### config.mk
export PLATFORM = sky130hd
export DESIGN_NAME = trapezoid_step_rate_generator
export DESIGN_NICKNAME = d
export VERILOG_FILES = /design/src/rtl/tsrg_pkg.sv /design/src/rtl/trapezoid_step_rate_generator.sv
export VERILOG_INCLUDE_DIRS = /design/src /design/src/rtl
export SDC_FILE = /design/constraint.sdc
export NUM_CORES = 2
export LEC_CHECK = 0
export ABC_AREA = 1
export BUFFER_PORTS_ARGS = -buffer_cell sky130_fd_sc_hd__buf_4
export CAP_MARGIN = 20
export CORE_MARGIN = 2
export CORE_UTILIZATION = 35
export CTS_CLUSTER_DIAMETER = 80
export CTS_CLUSTER_SIZE = 8
export DETAILED_ROUTE_END_ITERATION = 10
export PLACE_DENSITY = 0.62
export SLEW_MARGIN = 10
export SYNTH_ARGS = -nofsm -noshare
export SYNTH_HDL_FRONTEND = slang
export SYNTH_SLANG_ARGS = --single-unit
### constraint.sdc
create_clock -name aclk -period 15.2 [get_ports aclk]
set_input_delay 3.04 -clock aclk [delete_from_list [all_inputs] [get_ports aclk]]
set_output_delay 3.04 -clock aclk [all_outputs]
set_load 0.01 [all_outputs]
### src/rtl/trapezoid_step_rate_generator_assert.svh
// ----------------------------------------------------------------------------
// trapezoid_step_rate_generator_assert
// assertion macros for the step rate generator
// ----------------------------------------------------------------------------
`ifndef TRAPEZOID_STEP_RATE_GENERATOR_ASSERT_SVH
`define TRAPEZOID_STEP_RATE_GENERATOR_ASSERT_SVH

// implication checked on every edge out of reset
`define TSRG_ASSERT_IMPL(label, clk, rstn, pre, post) \
    label: assert property (@(posedge clk) disable iff (!rstn) (pre) |-> (post)) \
        else $error("assertion failed");

// next-cycle implication checked on every edge out of reset
`define TSRG_ASSERT_NEXT(label, clk, rstn, pre, post) \
    label: assert property (@(posedge clk) disable iff (!rstn) (pre) |=> (post)) \
        else $error("assertion failed");

`endif

### src/rtl/tsrg_pkg.sv
// ----------------------------------------------------------------------------
// tsrg_pkg
// shared types and constants of the trapezoid step rate generator
// ----------------------------------------------------------------------------
package tsrg_pkg;

    localparam logic [15:0] BAND8_RATE = 16'd19968;
    localparam logic [15:0] BAND4_RATE = 16'd9984;
    localparam logic [15:0] BAND2_RATE = 16'd4864;
    localparam logic [15:0] MIN_RATE   = 16'd32;
    localparam logic [15:0] MAX_STEP_RATE_RST = 16'd40000;

    localparam logic [1:0] PHASE_ACCEL  = 2'd0;
    localparam logic [1:0] PHASE_CRUISE = 2'd1;
    localparam logic [1:0] PHASE_DECEL  = 2'd2;
    localparam logic [1:0] PHASE_IDLE   = 2'd3;

    localparam logic OP_LOAD = 1'b0;
    localparam logic OP_TICK = 1'b1;

    typedef logic [3:0] loops_t;

endpackage

### src/rtl/trapezoid_step_rate_generator.sv
// ----------------------------------------------------------------------------
// trapezoid_step_rate_generator
// trapezoid velocity profile step timer with a shared serial divider
// ----------------------------------------------------------------------------
// s_ channel: one transaction per load (op 0) or timer tick (op 1).
// m_ channel: one result transaction per input transaction.
// cfg channel: writes max_step_rate while the block is idle.
// a load computes one or two periods, each through a 24-step restoring
// divider (TICK_HZ / prescaled rate); the ramp product uses one 12x24
// multiplier in states S_MUL_LO and S_MUL_HI, one for each half of the
// elapsed time. a tick issues its step events in state S_STEP, one per
// cycle. the divider loop yields one quotient bit per cycle; the next item
// is accepted no earlier than the cycle after the result is taken.
// s_ready is low while an item is in work, while a result waits on m_ and
// while a cfg transaction is offered.
// a stalled receiver holds the result and blocks the next item.
// reset clears the block state, sets max_step_rate to 40000 and leaves
// the block idle; an idle tick returns IDLE_PERIOD.
// ----------------------------------------------------------------------------
`include "trapezoid_step_rate_generator_assert.svh"

module trapezoid_step_rate_generator
    import tsrg_pkg::*;
#(
    parameter int TICK_HZ     = 2000000,
    parameter int IDLE_PERIOD = 2000
) (
    input  logic        aclk,
    input  logic        aresetn,
    input  logic        cfg_valid,
    output logic        cfg_ready,
    input  logic [15:0] cfg_data,
    input  logic        s_valid,
    output logic        s_ready,
    input  logic        s_op,
    input  logic [15:0] s_initial_rate,
    input  logic [15:0] s_nominal_rate,
    input  logic [15:0] s_final_rate,
    input  logic [31:0] s_accel_until,
    input  logic [31:0] s_decel_after,
    input  logic [23:0] s_accel_factor,
    input  logic [31:0] s_total_steps,
    input  logic        s_use_ramp,
    output logic        m_valid,
    input  logic        m_ready,
    output logic [15:0] m_timer_period,
    output logic [3:0]  m_steps_taken,
    output logic [1:0]  m_phase,
    output logic        m_block_done
);

    localparam int DW = 24;
    localparam logic [DW-1:0] TICK_C = DW'(TICK_HZ);
    localparam logic [15:0] IDLE_C = 16'(IDLE_PERIOD);

    typedef enum logic [3:0] {
        S_IDLE, S_LOAD_NOM, S_LOAD_RAMP, S_STEP, S_MUL_LO, S_MUL_HI,
        S_RATE, S_DIV_START, S_DIV, S_FINISH, S_OUT
    } state_t;

    typedef enum logic [1:0] {
        D_CRUISE, D_START, D_TICK
    } dest_t;

    state_t state_reg;
    dest_t  dest_reg;

    logic [15:0] max_rate_reg;
    logic        active_reg;
    logic [31:0] events_reg, accel_time_reg, decel_time_reg;
    logic [15:0] ramp_rate_reg, cruise_period_reg;
    loops_t      loops_now_reg, loops_cruise_reg;
    logic [15:0] initial_reg, nominal_reg, final_reg;
    logic [31:0] accel_until_reg, decel_after_reg, total_reg;
    logic [23:0] factor_reg;
    logic        use_ramp_reg;

    logic [3:0]  step_cnt_reg;
    logic [1:0]  phase_reg;
    logic [47:0] prod_reg;
    logic [15:0] rate_reg;
    loops_t      loops_calc_reg;

    // divider
    logic [DW-1:0] quo_reg;
    logic [DW-1:0] rem_reg;
    logic [15:0]   dvs_reg;
    logic [4:0]    dcnt_reg;
    logic          dzero_reg;

    logic [15:0] out_period_reg;
    logic [3:0]  out_steps_reg;
    logic [1:0]  out_phase_reg;
    logic        out_done_reg;

    // prescaling of a rate
    logic [15:0] pre_r;
    loops_t      pre_loops;
    always_comb begin
        if (rate_reg[15:8] > BAND8_RATE[15:8]) begin
            if (rate_reg[15:8] > max_rate_reg[15:8]) begin
                pre_r = {3'd0, max_rate_reg[15:3]};
            end else begin
                pre_r = {3'd0, rate_reg[15:3]};
            end
            pre_loops = 4'd8;
        end else if (rate_reg[15:8] > BAND4_RATE[15:8]) begin
            pre_r = {2'd0, rate_reg[15:2]};
            pre_loops = 4'd4;
        end else if (rate_reg[15:8] > BAND2_RATE[15:8]) begin
            pre_r = {1'd0, rate_reg[15:1]};
            pre_loops = 4'd2;
        end else begin
            pre_r = (rate_reg < MIN_RATE) ? MIN_RATE : rate_reg;
            pre_loops = 4'd1;
        end
    end

    // one restoring step
    logic [DW:0]   trial;
    logic [DW-1:0] rem_sh;
    always_comb begin
        rem_sh = {rem_reg[DW-2:0], quo_reg[DW-1]};
        trial  = {1'b0, rem_sh} - {{(DW-15){1'b0}}, dvs_reg};
    end

    logic [15:0] div_result;
    always_comb begin
        if (dzero_reg || (quo_reg[DW-1:16] != '0)) begin
            div_result = 16'hFFFF;
        end else begin
            div_result = quo_reg[15:0];
        end
    end

    logic [15:0] prod_rnd;
    assign prod_rnd = 16'((prod_reg + 48'h800000) >> 24);

    logic [31:0] ev_inc;
    assign ev_inc = events_reg + 32'd1;

    logic [23:0] t_sel;
    assign t_sel = (phase_reg == PHASE_ACCEL) ? accel_time_reg[23:0] : decel_time_reg[23:0];

    // shared partial product, low half of the time first
    logic [11:0] mul_a;
    logic [35:0] mul_p;
    assign mul_a = (state_reg == S_MUL_LO) ? t_sel[11:0] : t_sel[23:12];
    assign mul_p = {24'd0, mul_a} * {12'd0, factor_reg};

    assign s_ready   = (state_reg == S_IDLE) && !cfg_valid;
    assign cfg_ready = (state_reg == S_IDLE);
    assign m_valid   = (state_reg == S_OUT);
    assign m_timer_period = out_period_reg;
    assign m_steps_taken  = out_steps_reg;
    assign m_phase        = out_phase_reg;
    assign m_block_done   = out_done_reg;

    always_ff @(posedge aclk) begin
        if (!aresetn) begin
            state_reg        <= S_IDLE;
            dest_reg         <= D_CRUISE;
            max_rate_reg     <= MAX_STEP_RATE_RST;
            active_reg       <= 1'b0;
            events_reg       <= '0;
            accel_time_reg   <= '0;
            decel_time_reg   <= '0;
            ramp_rate_reg    <= '0;
            loops_now_reg    <= 4'd1;
            loops_cruise_reg <= 4'd1;
            cruise_period_reg <= '0;
        end else begin
            case (state_reg)
                S_IDLE: begin
                    if (cfg_valid) begin
                        max_rate_reg <= cfg_data;
                    end
                    if (s_valid && !cfg_valid) begin
                        out_steps_reg <= '0;
                        out_phase_reg <= PHASE_IDLE;
                        out_done_reg  <= 1'b0;
                        step_cnt_reg  <= '0;
                        if (s_op == OP_LOAD) begin
                            initial_reg     <= s_initial_rate;
                            nominal_reg     <= s_nominal_rate;
                            final_reg       <= s_final_rate;
                            accel_until_reg <= s_accel_until;
                            decel_after_reg <= s_decel_after;
                            factor_reg      <= s_accel_factor;
                            total_reg       <= s_total_steps;
                            use_ramp_reg    <= s_use_ramp;
                            active_reg      <= 1'b1;
                            events_reg      <= '0;
                            decel_time_reg  <= '0;
                            rate_reg        <= s_nominal_rate;
                            dest_reg        <= D_CRUISE;
                            state_reg       <= S_DIV_START;
                        end else if (active_reg) begin
                            state_reg <= S_STEP;
                        end else begin
                            out_period_reg <= IDLE_C;
                            state_reg      <= S_OUT;
                        end
                    end
                end
                S_LOAD_RAMP: begin
                    if (use_ramp_reg) begin
                        ramp_rate_reg <= initial_reg;
                        rate_reg      <= initial_reg;
                        dest_reg      <= D_START;
                        state_reg     <= S_DIV_START;
                    end else begin
                        out_period_reg <= cruise_period_reg;
                        state_reg      <= S_OUT;
                    end
                end
                S_STEP: begin
                    // one step event per cycle
                    events_reg   <= ev_inc;
                    step_cnt_reg <= step_cnt_reg + 4'd1;
                    if ((ev_inc >= total_reg) ||
                        ((step_cnt_reg + 4'd1) == loops_now_reg)) begin
                        state_reg <= S_MUL_LO;
                        if (ev_inc <= accel_until_reg) begin
                            phase_reg <= PHASE_ACCEL;
                        end else if (ev_inc > decel_after_reg) begin
                            phase_reg <= PHASE_DECEL;
                        end else begin
                            phase_reg <= PHASE_CRUISE;
                        end
                    end
                end
                S_MUL_LO: begin
                    out_steps_reg <= step_cnt_reg;
                    out_phase_reg <= phase_reg;
                    out_done_reg  <= (events_reg >= total_reg);
                    if (events_reg >= total_reg) begin
                        active_reg <= 1'b0;
                    end
                    if (phase_reg == PHASE_CRUISE) begin
                        out_period_reg <= cruise_period_reg;
                        loops_now_reg  <= loops_cruise_reg;
                        state_reg      <= S_OUT;
                    end else begin
                        prod_reg  <= {12'd0, mul_p};
                        state_reg <= S_MUL_HI;
                    end
                end
                S_MUL_HI: begin
                    prod_reg  <= prod_reg + {mul_p, 12'd0};
                    state_reg <= S_RATE;
                end
                S_RATE: begin
                    dest_reg  <= D_TICK;
                    state_reg <= S_DIV_START;
                    if (phase_reg == PHASE_ACCEL) begin
                        if ((prod_rnd + initial_reg) > nominal_reg) begin
                            rate_reg      <= nominal_reg;
                            ramp_rate_reg <= nominal_reg;
                        end else begin
                            rate_reg      <= prod_rnd + initial_reg;
                            ramp_rate_reg <= prod_rnd + initial_reg;
                        end
                    end else if (prod_rnd > ramp_rate_reg) begin
                        rate_reg <= final_reg;
                    end else if ((ramp_rate_reg - prod_rnd) < final_reg) begin
                        rate_reg <= final_reg;
                    end else begin
                        rate_reg <= ramp_rate_reg - prod_rnd;
                    end
                end
                S_DIV_START: begin
                    quo_reg        <= TICK_C;
                    rem_reg        <= '0;
                    dvs_reg        <= pre_r;
                    dzero_reg      <= (pre_r == '0);
                    loops_calc_reg <= pre_loops;
                    dcnt_reg       <= 5'(DW);
                    state_reg      <= S_DIV;
                end
                S_DIV: begin
                    if (trial[DW]) begin
                        rem_reg <= rem_sh;
                        quo_reg <= {quo_reg[DW-2:0], 1'b0};
                    end else begin
                        rem_reg <= trial[DW-1:0];
                        quo_reg <= {quo_reg[DW-2:0], 1'b1};
                    end
                    dcnt_reg <= dcnt_reg - 5'd1;
                    if (dcnt_reg == 5'd1) begin
                        state_reg <= S_FINISH;
                    end
                end
                S_FINISH: begin
                    case (dest_reg)
                        D_CRUISE: begin
                            cruise_period_reg <= div_result;
                            loops_cruise_reg  <= loops_calc_reg;
                            loops_now_reg     <= loops_calc_reg;
                            state_reg         <= S_LOAD_RAMP;
                        end
                        D_START: begin
                            loops_now_reg  <= loops_calc_reg;
                            accel_time_reg <= {16'd0, div_result};
                            out_period_reg <= div_result;
                            state_reg      <= S_OUT;
                        end
                        default: begin
                            loops_now_reg  <= loops_calc_reg;
                            out_period_reg <= div_result;
                            if (phase_reg == PHASE_ACCEL) begin
                                accel_time_reg <= accel_time_reg + {16'd0, div_result};
                            end else begin
                                decel_time_reg <= decel_time_reg + {16'd0, div_result};
                            end
                            state_reg <= S_OUT;
                        end
                    endcase
                end
                S_OUT: begin
                    if (m_ready) begin
                        state_reg <= S_IDLE;
                    end
                end
                default: begin
                    state_reg <= S_IDLE;
                end
            endcase
        end
    end

    `TSRG_ASSERT_IMPL(a_ready_only_idle, aclk, aresetn, s_ready, !m_valid)
    `TSRG_ASSERT_NEXT(a_out_hold, aclk, aresetn, m_valid && !m_ready, m_valid && $stable(m_timer_period))
    `TSRG_ASSERT_IMPL(a_steps_range, aclk, aresetn, m_valid, m_steps_taken <= 4'd8)
    `TSRG_ASSERT_IMPL(a_done_ends, aclk, aresetn, m_valid && m_block_done, !active_reg)

endmodule
* Yosys cells after proc, flatten, opt, wreduce, memory -nomap -nowiden
Index checks and enable logic that the tools add are counted.
** Operators by class
- Multiplexer cells :: 70
- $lt $le $gt $ge :: 12
- Equal/unequal tests :: 29
- Reduce and logical (&&, ||, !) cells :: 41
- Multipliers :: 1
- Add/subtract/negate cells :: 10
- Bitwise gates (word level) :: 2
** Operators by type and width (number)
- 16-bit 2-to-1 mux :: 19
- 32-bit one-hot mux with 2 select lines :: 3
- 32-bit 2-to-1 mux :: 5
- 48-bit one-hot mux with 2 select lines :: 1
- 32-bit by 16-bit adder with 32-bit output :: 2
- 32-bit greater-or-equal comparator :: 2
- 16-bit one-hot mux with 4 select lines :: 1
- 48-bit adder :: 1
- 48-bit 2-to-1 mux :: 1
- 16-bit one-hot mux with 3 select lines :: 1
- 24-bit one-hot mux with 2 select lines :: 1
- 23-bit one-hot mux with 2 select lines :: 1
- 4-bit 2-to-1 mux :: 11
- 40-bit by 24-bit adder with 40-bit output (second input constant) :: 1
- 4-bit one-hot mux with 10 select lines :: 1
- 12-bit by 24-bit multiplier with 36-bit output :: 1
- 32-bit by 1-bit adder with 32-bit output (second input constant) :: 1
- 16-bit greater-than comparator :: 2
- 32-bit greater-than comparator :: 1
- 32-bit <= comparator :: 1
- 16-bit one-hot mux with 2 select lines :: 1
- 24-bit by 16-bit subtractor with 25-bit output :: 1
- 24-bit 2-to-1 mux :: 1
- 4-bit one-hot mux with 2 select lines :: 3
- other kinds (45) :: 102
** Storage, ports and cells
- Bits of input ports :: 191
- Bits in registers :: 494
- Output and inout bits :: 26
- Logic and storage cells :: 199

* Depth between registers and ports, before layout
- Word-level depth :: 7
- Depth in mapped cells :: 41
- Depth with buffers taken out :: 41

* Worst setup path after synthesis
OpenSTA, ideal clock, no wires.
- Kind :: input -> register
- From :: input port aresetn
- To :: register accel_until_reg[0], enable pin
- Library setup time :: 0.906 ns
- Setup slack :: -0.422 ns
- Path buffers :: 1
- Required time :: 14.294 ns
- Arrival :: 14.717 ns
- Cell stages on the path :: 3
- Path through :: inv_2 clkbuf_1 nor3_1
** On the way
- Word-level cells in the longest chain between the ends :: 1
** RTL lines
- from (decl) :: RTL line trapezoid_step_rate_generator.sv:29 : input logic aresetn,
- 4-bit AND reduction (no source line)
- to (signal assigned) :: RTL line trapezoid_step_rate_generator.sv:187 : accel_until_reg <= s_accel_until;
- to (decl) :: RTL line trapezoid_step_rate_generator.sv:74 : logic [31:0] accel_until_reg, decel_after_reg, total_reg;
No other way between the ends.
A chain may end at the register's enable or synchronous reset.

* Worst setup path after layout
- From :: register phase_reg[1]
- To :: register prod_reg[37] (data pin)
** On the way
- Word-level cells in the longest chain between the ends :: 6
** RTL lines
- from (decl) :: RTL line trapezoid_step_rate_generator.sv:79 : logic [1:0] phase_reg;
- from (signal assigned) :: RTL line trapezoid_step_rate_generator.sv:225 : phase_reg <= PHASE_ACCEL;
- from (signal assigned) :: RTL line trapezoid_step_rate_generator.sv:227 : phase_reg <= PHASE_DECEL;
- from (signal assigned) :: RTL line trapezoid_step_rate_generator.sv:229 : phase_reg <= PHASE_CRUISE;
- 2-bit logical NOT :: RTL line trapezoid_step_rate_generator.sv:143 : assign t_sel = (phase_reg == PHASE_ACCEL) ? accel_time_reg[23:0] : decel_time_reg[23:0];
- 24-bit 2-to-1 mux :: RTL line trapezoid_step_rate_generator.sv:143
- 12-bit 2-to-1 mux :: RTL line trapezoid_step_rate_generator.sv:148 : assign mul_a = (state_reg == S_MUL_LO) ? t_sel[11:0] : t_sel[23:12];
- 12-bit by 24-bit multiplier with 36-bit output :: RTL line trapezoid_step_rate_generator.sv:149 : assign mul_p = {24'd0, mul_a} * {12'd0, factor_reg};
- 48-bit adder :: RTL line trapezoid_step_rate_generator.sv:250 : prod_reg <= prod_reg + {mul_p, 12'd0};
- 48-bit one-hot mux with 2 select lines :: RTL line trapezoid_step_rate_generator.sv:173 : case (state_reg)
- to (signal assigned) :: RTL line trapezoid_step_rate_generator.sv:245 : prod_reg <= {12'd0, mul_p};
- to (signal assigned) :: RTL line trapezoid_step_rate_generator.sv:250
- to (decl) :: RTL line trapezoid_step_rate_generator.sv:80 : logic [47:0] prod_reg;
No other way between the ends.

==> results.cfg <==
[timing]
final-max-slew-violation-count = 0
finalSetupTns_ns = 0
fin_crit_sh_pct = 60.7
fmax_ghz = 0.108
hold_violations = 0
min_period_ns = 9.22
tightest_slew_ns = 1.11
finClkSkew_ns = 0.0332
slew_headroom_pct = 25.4
rsz0062_at_grt = no
finalSetupViolations = 0
fin_ws_ns = 5.98

[synthesis]
synth_edf_count = 315
synth_flop_cell = edfxtp_1
yosys_register_bits = 455
syn_inst = 4997
synthArstFlopShare_pct = 0
yosysWarnings = 0
synth.distinct_cells = 66
avgSynthCellArea_um2 = 7.82
synth.cell_area_um2 = 39100
synth-seq-area-share_pct = 31.4

[global_route]
antenna_found_initial = 8
grt_max_degree = 70
globalRouteOverflowTotal = 0
grt_pass1_wl_mm = 178
gr-usage-all-layers_pct = 19.6
grt_pass1_vias = 32672

[clock_tree]
clock_latency_ns = 0.65
clkSinkCount = 455
cts.clk_slew.worst_paths_ns = 0.05
cts_buffer_depth = 3
htree_levels = 3
postCtsSetupBuffers = 0
ctsHoldBuffers = 0
root_buffer = clkbuf_16
numCtsBuffers = 70
cts_tree = done
cts-resized-gates = 0

[worst_setup_path]
critPathRequiredTime_ns = 15.58
cp_max_fo = 38
crit_family = adder cells
r2r_cells = 32
max_stage_delay_ns = 0.65
cp.depth = 32
startpoint_type = register
critPathKind = reg -> reg
cp_slowest_cell = nand2_1
crit_buf_inv = 7
crit_path_end_kind = register
critPathArrivalTime_ns = 9.60

[placed_design]
place_ws_ns = 6.17
post-dp-hpwl_mm = 88.8
place.gp.congestion = 0.943
portBuffers = 213
place_area_um2 = 42200
dp.cells = 6593

[routing]
avgRoutedWirePerCell_um = 16.9
drtAntennaViolNets = 0
drt_iter0_drc = 2654
routed_wl_mm = 113
first_pass_iters = 6
drc = 0
vias = 33426
routed_via_density = 4.97

[die]
die_h_um = 338
coreArea_um2 = 111000
rows = 122
initial_core_util_pct = 35.3
ios = 217
fp.dieArea_um2 = 114000
die_w_um = 338

[power]
peakVddDrop_v = 0.000142
power.density_nw_per_um2 = 160
p_leak_nw = 21.2

[finish]
stdcell_area_um2 = 44400
fin_nets = 5948
drive_above_1_share_pct = 8.31
syn2layout_area_growth_pct = 13.7
multi_input_area_um2 = 23000
instances_no_fill = 6729
seq_area_um2 = 12300
nFillCells = 11381
fin_util_pct = 40.2

[flow_run]
max_cap_violations = 0

[worst_hold_path]
min_path_cells = 2
hp-class = reg -> reg

[status]
status = finished, final reports clean
==> cell usage after synthesis (9+ instances only) <==
library cell | n | area (um2)
o21a_1 | 16 | 120
a21o_1 | 17 | 128
or2_2 | 14 | 87.6
o22ai_1 | 13 | 81.3
xor2_1 | 74 | 648
edfxtp_1 | 315 | 9460
inv_1 | 851 | 3190
dfxtp_1 | 140 | 2800
buf_1 | 22 | 82.6
a31oi_1 | 25 | 156
ha_1 | 353 | 4420
o21ai_1 | 16 | 80.1
buf_2 | 51 | 255
nor2_1 | 417 | 1570
nand4_1 | 53 | 332
nand2_2 | 9 | 56.3
nand3b_1 | 13 | 97.6
xnor2_1 | 39 | 342
nor2_2 | 10 | 62.6
a21oi_1 | 413 | 2070
clkbuf_1 | 50 | 188
o21ai_0 | 247 | 1240
nand2_1 | 1133 | 4250
fa_1 | 226 | 4520
nor3_1 | 52 | 260
nand3_1 | 266 | 1330
o211ai_1 | 20 | 150
inv_2 | 29 | 109
o21bai_1 | 19 | 143
==> power by group <==
part | internal, mW | leakage [nW] | total, mW | switching [mW]
logic | 1.32 | 16.2 | 3.96 | 2.64
clock network | 0.936 | 1.04 | 1.56 | 0.623
registers | 1.53 | 3.98 | 1.61 | 0.0767
total | 3.78 | 21.2 | 7.13 | 3.34
==> kinds of logic after synthesis <==
kind of cell,after synthesis,share of synthesized area (%)
AO/OA/AOI/OAI,813,11.2
buffers and inverters,1013,9.97
other,1,0.00959
flip-flops,455,31.4
AND/OR/NAND/NOR,2023,22.0
XOR/XNOR,113,2.53
adder cells (fa/ha/maj),579,22.9
==> final timing paths <==
check | startpoint | end | slack (ns)
worst max-delay path | phase_reg[1]$_SDFFCE_PP0P_ | prod_reg[37]$_SDFFCE_PN0P_ | 5.98
worst min-delay path | max_rate_reg[7]$_SDFFE_PN0P_ | max_rate_reg[7]$_SDFFE_PN0P_ | 0.46
worst max register to register | phase_reg[1]$_SDFFCE_PP0P_ | prod_reg[37]$_SDFFCE_PN0P_ | 5.98
worst min register to register | max_rate_reg[7]$_SDFFE_PN0P_ | max_rate_reg[7]$_SDFFE_PN0P_ | 0.46
==> metal layers <==
| metal | part of all wire (%) | routed length, um | track usage, % |
|---|---|---|---|
| met5 | 0.024 | 27 | 0 |
| met4 | 2.7 | 3110 | 6.61 |
| met3 | 6.1 | 6960 | 3.02 |
| met2 | 44 | 50400 | 30.8 |
| met1 | 47 | 53000 | 27.4 |
==> layout make-up <==
class	count	share of cell area, %
sequential	455	27.6
clock buffer	116	4.40
antenna	6	0.0338
timing repair buffer	235	3.99
clock inverter	13	0.569
inverter	885	7.48
multi-input combinational	3531	51.7
tap	1488	4.19
==> worst reg2reg max path: cells and delay by family, from the launching register on <==
family / cells / cell delay (ns)
flops: 1 / 0.49
simple gates: 7 / 1.39
xor+xnor: 1 / 0.27
fa+ha+maj: 7 / 3.29
compound gates: 10 / 2.10
buf+inv: 7 / 1.43
==> cells in the final DEF, fill, tap and decap left out, drive strengths merged, types with 3 or more instances in the layout <==
cell type	n
nand2	1144
inv	883
nor2	435
a21oi	415
ha	353
edfxtp	315
nand3	275
o21ai	269
buf	235
fa	226
dfxtp	140
clkbuf	116
xor2	74
nor3	60
nand4	55
xnor2	39
a31oi	25
o211ai	20
o21bai	19
or2	19
a21o	17
o21a	16
nand3b	13
o22ai	13
nor4	10
clkinv	10
and2	8
diode	6
a21boi	6
a22o	3
bufinv	3
conb	3
==> metrics by stage <==
step | hold WS, ns | power, mW
after detailed placement | 0.450 | 5.55
after floorplan | 0.429 | 4.46
final | 0.455 | 7.13
after global routing | 0.486 | 7.74
after CTS | 0.457 | 7.16
after global placement | 0.446 | 5.52
Note: power is estimated with default switching activity, not from simulation.
